**config.mk**
```make
export PLATFORM = sky130hd
export DESIGN_NAME = idb_front
export DESIGN_NICKNAME = d
export VERILOG_FILES = /design/src/rtl/core/inverse_depth_backprojection_assert.svh /design/src/rtl/core/idb_pkg.sv /design/src/rtl/core/idb_front.sv
export SDC_FILE = /design/constraint.sdc
export NUM_CORES = 2
export LEC_CHECK = 0
export BUFFER_PORTS_ARGS = -buffer_cell sky130_fd_sc_hd__buf_2
export CAP_MARGIN = 15
export CORE_MARGIN = 2
export CORE_UTILIZATION = 35
export DETAILED_ROUTE_END_ITERATION = 7
export PLACE_DENSITY_LB_ADDON = 0.08
export SYNTH_ARGS = -nofsm -noshare
export SYNTH_HDL_FRONTEND = slang
export SYNTH_SLANG_ARGS = --single-unit
```
**constraint.sdc**
```tcl
create_clock -name aclk -period 56.2 [get_ports aclk]
set_input_delay 0 -clock aclk [delete_from_list [all_inputs] [get_ports aclk]]
set_output_delay 0 -clock aclk [all_outputs]
set_load 0.005 [all_outputs]
```
**src/rtl/core/inverse_depth_backprojection_assert.svh**
```systemverilog
// ----------------------------------------------------------------------------
// Assertion macros for the inverse depth backprojection block
// Concurrent checks clocked on aclk, removed for synthesis.
// ----------------------------------------------------------------------------
`ifndef INVERSE_DEPTH_BACKPROJECTION_ASSERT_SVH
`define INVERSE_DEPTH_BACKPROJECTION_ASSERT_SVH
`ifndef SYNTHESIS
`define IDB_ASSERT(label, prop) \
    label: assert property (@(posedge aclk) disable iff (!aresetn) (prop)) \
        else $error("assertion failed");
`define IDB_ASSERT_RST(label, prop) \
    label: assert property (@(posedge aclk) (prop)) else $error("assertion failed");
`else
`define IDB_ASSERT(label, prop)
`define IDB_ASSERT_RST(label, prop)
`endif
`endif

```
**src/rtl/core/idb_pkg.sv**
```systemverilog
// ----------------------------------------------------------------------------
// idb_pkg
// Types, constants and the divider step shared by the backprojection core.
// ----------------------------------------------------------------------------
package idb_pkg;

    localparam int MAX_DIMENSION = 2048;
    localparam int DIV_STAGES    = 32;

    localparam logic [2:0] REG_WIDTH  = 3'd0;
    localparam logic [2:0] REG_HEIGHT = 3'd1;
    localparam logic [2:0] REG_FX     = 3'd2;
    localparam logic [2:0] REG_FY     = 3'd3;
    localparam logic [2:0] REG_CX     = 3'd4;
    localparam logic [2:0] REG_CY     = 3'd5;

    typedef struct packed {
        logic [11:0]        width;
        logic [11:0]        height;
        logic signed [31:0] fx;
        logic signed [31:0] fy;
        logic signed [31:0] cx;
        logic signed [31:0] cy;
    } cfg_t;

    typedef struct packed {
        logic [23:0] grad_x;
        logic [23:0] grad_y;
        logic [15:0] intensity;
        logic [22:0] variance;
        logic [21:0] pixel_index;
    } side_t;

    typedef struct packed {
        logic [23:0] rem;
        logic [31:0] sh;
        logic        neg;
        logic        ovf;
    } lane_t;

    typedef struct packed {
        logic        valid;
        logic [23:0] dm;
        lane_t [2:0] lane;
        side_t       side;
    } div_t;

    // one restoring step: next quotient bit enters sh from the bottom
    function automatic lane_t div_step(lane_t l, logic [23:0] dm);
        lane_t       r;
        logic [24:0] r2;
        logic [24:0] diff;
        r    = l;
        r2   = {l.rem, l.sh[31]};
        diff = r2 - {1'b0, dm};
        if (r2 >= {1'b0, dm}) begin
            r.rem = diff[23:0];
            r.sh  = {l.sh[30:0], 1'b1};
        end else begin
            r.rem = r2[23:0];
            r.sh  = {l.sh[30:0], 1'b0};
        end
        return r;
    endfunction

endpackage

```
**src/rtl/core/idb_front.sv**
```systemverilog
// ----------------------------------------------------------------------------
// idb_front
// Pixel filter, intrinsics multiply, numerator build and divider set-up.
// ----------------------------------------------------------------------------
module idb_front (
    input  logic          aclk,
    input  logic          aresetn,
    input  logic          ce,
    input  logic          in_valid,
    input  logic [135:0]  in_data,
    input  idb_pkg::cfg_t cfg,
    output idb_pkg::div_t out
);
    import idb_pkg::*;

    // stage 1: capture and filter
    logic        v1_reg, v1_next;
    logic [10:0] x1_reg, y1_reg;
    logic [23:0] d1_reg;
    logic [11:0] w1_reg, w1_next, h_eff;
    side_t       s1_reg;
    logic [10:0] xin, yin;
    logic [23:0] din, varin;

    assign xin   = in_data[10:0];
    assign yin   = in_data[21:11];
    assign din   = in_data[45:22];
    assign varin = in_data[69:46];
    assign w1_next = (cfg.width  > 12'(MAX_DIMENSION)) ? 12'(MAX_DIMENSION) : cfg.width;
    assign h_eff   = (cfg.height > 12'(MAX_DIMENSION)) ? 12'(MAX_DIMENSION) : cfg.height;
    assign v1_next = in_valid && (xin != 11'd0) && (yin != 11'd0)
                  && ({1'b0, xin} + 12'd1 < w1_next) && ({1'b0, yin} + 12'd1 < h_eff)
                  && !varin[23] && (varin != 24'd0) && (din != 24'd0);

    // stage 2: products
    logic               v2_reg;
    logic signed [43:0] px2_reg, py2_reg;
    logic [23:0]        d2_reg;
    side_t              s2_reg;

    // stage 3: numerators
    logic               v3_reg;
    logic signed [44:0] nx3_reg, ny3_reg;
    logic [23:0]        d3_reg;
    side_t              s3_reg;

    // stage 4: magnitudes
    logic        v4_reg;
    logic [43:0] mx4_reg, my4_reg;
    logic        sx4_reg, sy4_reg, sd4_reg;
    logic [23:0] dm4_reg;
    side_t       s4_reg;
    logic signed [44:0] nx_abs, ny_abs;
    logic [23:0] dm_next;

    assign nx_abs  = nx3_reg[44] ? -nx3_reg : nx3_reg;
    assign ny_abs  = ny3_reg[44] ? -ny3_reg : ny3_reg;
    assign dm_next = d3_reg[23] ? 24'(-$signed(d3_reg)) : d3_reg;

    // stage 5: divider set-up
    div_t        o5_reg, o5_next;
    logic [52:0] nxn, nyn, nzn;

    assign nxn = {1'b0, mx4_reg, 8'd0} + {30'd0, dm4_reg[23:1]};
    assign nyn = {1'b0, my4_reg, 8'd0} + {30'd0, dm4_reg[23:1]};
    assign nzn = {21'd1, 32'd0} + {30'd0, dm4_reg[23:1]};

    always_comb begin
        o5_next       = '0;
        o5_next.valid = v4_reg;
        o5_next.dm    = dm4_reg;
        o5_next.side  = s4_reg;
        o5_next.lane[0].ovf = {3'd0, nxn[52:32]} >= dm4_reg;
        o5_next.lane[1].ovf = {3'd0, nyn[52:32]} >= dm4_reg;
        o5_next.lane[2].ovf = {3'd0, nzn[52:32]} >= dm4_reg;
        o5_next.lane[0].rem = o5_next.lane[0].ovf ? 24'd0 : {3'd0, nxn[52:32]};
        o5_next.lane[1].rem = o5_next.lane[1].ovf ? 24'd0 : {3'd0, nyn[52:32]};
        o5_next.lane[2].rem = o5_next.lane[2].ovf ? 24'd0 : {3'd0, nzn[52:32]};
        o5_next.lane[0].sh  = nxn[31:0];
        o5_next.lane[1].sh  = nyn[31:0];
        o5_next.lane[2].sh  = nzn[31:0];
        o5_next.lane[0].neg = sx4_reg ^ sd4_reg;
        o5_next.lane[1].neg = sy4_reg ^ sd4_reg;
        o5_next.lane[2].neg = sd4_reg;
    end

    always_ff @(posedge aclk) begin
        if (!aresetn) begin
            v1_reg       <= 1'b0;
            v2_reg       <= 1'b0;
            v3_reg       <= 1'b0;
            v4_reg       <= 1'b0;
            o5_reg.valid <= 1'b0;
        end else if (ce) begin
            v1_reg <= v1_next;
            v2_reg <= v1_reg;
            v3_reg <= v2_reg;
            v4_reg <= v3_reg;

            x1_reg <= xin;
            y1_reg <= yin;
            d1_reg <= din;
            w1_reg <= w1_next;
            s1_reg.variance    <= varin[22:0];
            s1_reg.intensity   <= in_data[85:70];
            s1_reg.grad_x      <= in_data[109:86];
            s1_reg.grad_y      <= in_data[133:110];
            s1_reg.pixel_index <= '0;

            px2_reg <= $signed({{12{cfg.fx[31]}}, cfg.fx}) * $signed({33'd0, x1_reg});
            py2_reg <= $signed({{12{cfg.fy[31]}}, cfg.fy}) * $signed({33'd0, y1_reg});
            d2_reg  <= d1_reg;
            s2_reg  <= {s1_reg.grad_x, s1_reg.grad_y, s1_reg.intensity, s1_reg.variance,
                        22'({12'd0, x1_reg} + {12'd0, y1_reg} * {11'd0, w1_reg})};

            nx3_reg <= {px2_reg[43], px2_reg} + 45'($signed(cfg.cx));
            ny3_reg <= {py2_reg[43], py2_reg} + 45'($signed(cfg.cy));
            d3_reg  <= d2_reg;
            s3_reg  <= s2_reg;

            mx4_reg <= nx_abs[43:0];
            my4_reg <= ny_abs[43:0];
            sx4_reg <= nx3_reg[44];
            sy4_reg <= ny3_reg[44];
            sd4_reg <= d3_reg[23];
            dm4_reg <= dm_next;
            s4_reg  <= s3_reg;

            o5_reg <= o5_next;
        end
    end

    assign out = o5_reg;

endmodule

```
==> impl_metrics.py <==
metrics = {
    "synthesis": {
        "synth_edf_count": 1043,
        "syn_area_sq_um": 71700,
        "avgSynthCellArea_sq_um": 11.6,
        "ys_ff_latch": 1048,
        "synth_mux_area_frac": 0.000716,
        "synth_top_family_by_area": "adder cells",
        "synth_fa_ha_area_frac": 0.275,
        "synthFlopType": "edfxtp_1",
        "syn_inst": 6163,
        "synth-async-reset-ratio": 0,
        "synth_xor_area_frac": 0.0471,
        "yosysWarnings": 0,
        "synth.distinct_cells": 72,
        "yosys.area_share.simple": 0.105,
        "ys_seq_area_frac": 0.438,
        "synth_compound_area_frac": 0.0609,
    },
    "sta": {
        "finalHoldViolCount": 0,
        "setup_tns_ns": 0,
        "worst_pin_slew_ns": 1.09,
        "holdWs_ns": 0.0688,
        "finalMaxSlewViolations": 0,
        "rsz0062_at_grt": "no",
        "clock.fmax_mhz": 141,
        "min_period_ns": 7.09,
        "skew_ns": 0.0416,
        "slew_headroom": 0.264,
        "finalSetupViolCount": 0,
        "fin_crit_sh": 0.126,
    },
    "die": {
        "rows": 166,
        "die-area_sq_um": 208000,
        "start_util": 0.351,
        "dieHeight_um": 456,
        "pin_count": 600,
        "fp.coreArea_sq_um": 204000,
        "die_w_um": 456,
    },
    "global_route": {
        "grt_pass1_vias": 48600,
        "grt_use_total": 0.180,
        "grt_max_degree": 88,
        "grt_pass1_wl_um": 290000,
        "antenna_found_initial": 20,
        "overflow": 0,
    },
    "clock_network": {
        "cts-htree-levels": 3,
        "clockBufferDepth": 3,
        "clock_latency_ns": 0.77,
        "cts_made_buffers": 118,
        "cts_setup_buffers": 0,
        "clk_pin_slew_ns": 0.06,
        "cts_tree": "yes",
        "clockRootBuffer": "clkbuf_16",
        "cts_hold_buf": 368,
        "cts_sinks": 1048,
        "cts_resized": 0,
    },
    "place": {
        "placed_area_sq_um": 77000,
        "place_inst": 9213,
        "gp_congestion": 0.843,
        "port_buffers": 559,
        "hpwl_um": 142000,
    },
    "power_and_ir_drop": {
        "vdd_ir_drop_max_uv": 36.5,
        "swShare": 0.413,
        "power_density_nw_per_um2": 53.7,
        "combPwrFrac": 0.570,
        "internal_power_mw": 2.66,
        "clockPowerShare": 0.170,
        "p_switching_mw": 1.87,
        "power_leakage_nw": 36.3,
        "total_power_mw": 4.54,
        "seqPwrFrac": 0.259,
    },
    "cells_and_area": {
        "multi_input_area_sq_um": 35200,
        "final_cells": 9801,
        "fillCellCount": 19600,
        "nets": 8454,
        "regArea_sq_um": 31400,
        "largest_reg_flops": 231,
        "drive_above_1_share": 0.113,
        "syn2layout_area_growth_pct": 18.0,
        "design_area_sq_um": 84500,
    },
    "flow_run": {
        "drv_cap": 0,
    },
    "detailed_routing": {
        "drc": 0,
        "vias": 45900,
        "viasPerCell": 4.68,
        "drtPass1Iterations": 5,
        "drtIter0Drc": 2781,
        "postRouteWirelength_um": 187000,
        "drtAntennaViolNets": 0,
        "wl_per_cell_um": 19.1,
    },
    "setup_path": {
        "arrival_ns": 7.57,
        "worstPathCellList": "buf_4, nand2_1, fa_1, fa_1, fa_1, inv_1, fa_1, inv_1, fa_1, inv_1, ha_1, o21a_1, o211ai_1, a31oi_1, a31oi_1, a21oi_1, a21oi_1, o21ai_0, a221oi_1, o311a_1, a221oi_1, xor2_1",
        "crit_top_cell": "fa_1",
        "critPathKind": "reg2reg",
        "worstPathMaxFanout": 44,
        "critPathLaunchType": "register",
        "required_ns": 56.68,
        "cpMaxStageDelayCell": "a221oi_1",
        "critPathCaptureType": "register",
        "cpPeakStageDelay_ns": 0.64,
    },
    "hold_path": {
        "hold_path.class": "in2reg",
    },
    "outcome": {
        "status": "finished, final reports clean",
    },
}
-- per-layer routing --
layer  up-vias  global-route usage  wire (um)
li1      21900                   -          -
met2       991               0.296      87200
met4         8              0.0588       6040
met5         -                   0         49
met1     22800               0.244      86200
met3       264              0.0261       7620
-- final cells by class --
| cell class | instances | share of cell area |
|---|---|---|
| Antenna cell | 5 | 0.000148 |
| Clock buffer | 138 | 0.0358 |
| Clock inverter | 77 | 0.0100 |
| Inverter | 1025 | 0.0455 |
| Multi-Input combinational cell | 3848 | 0.416 |
| Sequential cell | 1048 | 0.372 |
| Tap cell | 2688 | 0.0398 |
| Timing Repair Buffer | 972 | 0.0807 |
-- cells in the final DEF, fill, tap and decap left out, drive strengths merged, types with 46 or more instances in the layout --
master       instances
a21o                89
a21oi              200
and2               249
buf                604
clkbuf             138
clkinv              48
dlygate4sd3        368
edfxtp            1043
fa                 713
ha                 436
inv               1031
nand2              769
nand2b              46
nand3               65
nor2               190
nor2b               47
nor3                46
o21ai              150
xnor2              295
xor2                90
-- worst paths after layout --
| kind | start | to | slack, ns | depth (start not counted) |
|---|---|---|---|---|
| worst min register to register | s3_reg[10]$_DFFE_PP_ | o5_next[10]$_DFFE_PP_ | 0.39 | 0 |
| worst min-delay path | in_data[25] | d1_reg[3]$_DFFE_PP_ | 0.07 | 2 |
| worst max-delay path | y1_reg[3]$_DFFE_PP_ | py2_reg[40]$_DFFE_PP_ | 49.11 | 22 |
| worst max register to register | y1_reg[3]$_DFFE_PP_ | py2_reg[40]$_DFFE_PP_ | 49.11 | 22 |
-- cells by family after synthesis --
group / count (synthesis)
AND/OR/NAND/NOR: 1589
multiplexers: 5
buffers and inverters: 1304
other: 1
XOR/XNOR: 385
AO/OA/AOI/OAI: 682
flip-flops: 1048
adder cells (fa/ha/maj): 1149
-- Yosys cell counts, drive strengths merged, types with 46 or more instances --
cell    count  share of area
edfxtp   1043           0.44
a21oi     200          0.014
nor3       46         0.0032
fa        713           0.20
ha        436          0.076
o21ai     150          0.010
inv      1025          0.054
xor2       90          0.011
nand2     769          0.040
clkbuf    200          0.010
nor2      190          0.010
nor2b      47         0.0041
nand3      65         0.0045
buf        79         0.0083
a21o       89         0.0093
xnor2     295          0.036
and2      249          0.022
nand2b     46         0.0040
-- per-stage QoR --
step                      setup slack (ns)   util
after detailed placement             48.99  0.377
after floorplan                      30.58      -
after global placement               48.97  0.377
final                                49.11  0.414
after global routing                 48.65  0.414
after CTS                            48.98  0.414
-- power by group through the flow --
stage / Combinational [mW] / Clock (mW) / Sequential (mW)
4_1_cts: 2.63 / 0.805 / 1.18
5_1_grt: 2.98 / 0.834 / 1.19
6_report: 2.59 / 0.774 / 1.18
2_1_floorplan: 1.91 / 0 / 1.21
3_3_place_gp: 2.56 / 0 / 1.19
3_5_place_dp: 2.57 / 0 / 1.19
-- critical path, delay by kind of cell, from the launching register on --
kind	cells	cell delay (ns)
AND/OR/NAND/NOR	1	0.16
AO/OA/AOI/OAI	10	2.66
adder cells (fa/ha/maj)	6	2.85
flip-flops	1	0.32
XOR/XNOR	1	0.15
buffers and inverters	4	0.64
No activity file was read; power rests on OpenSTA's default activity.
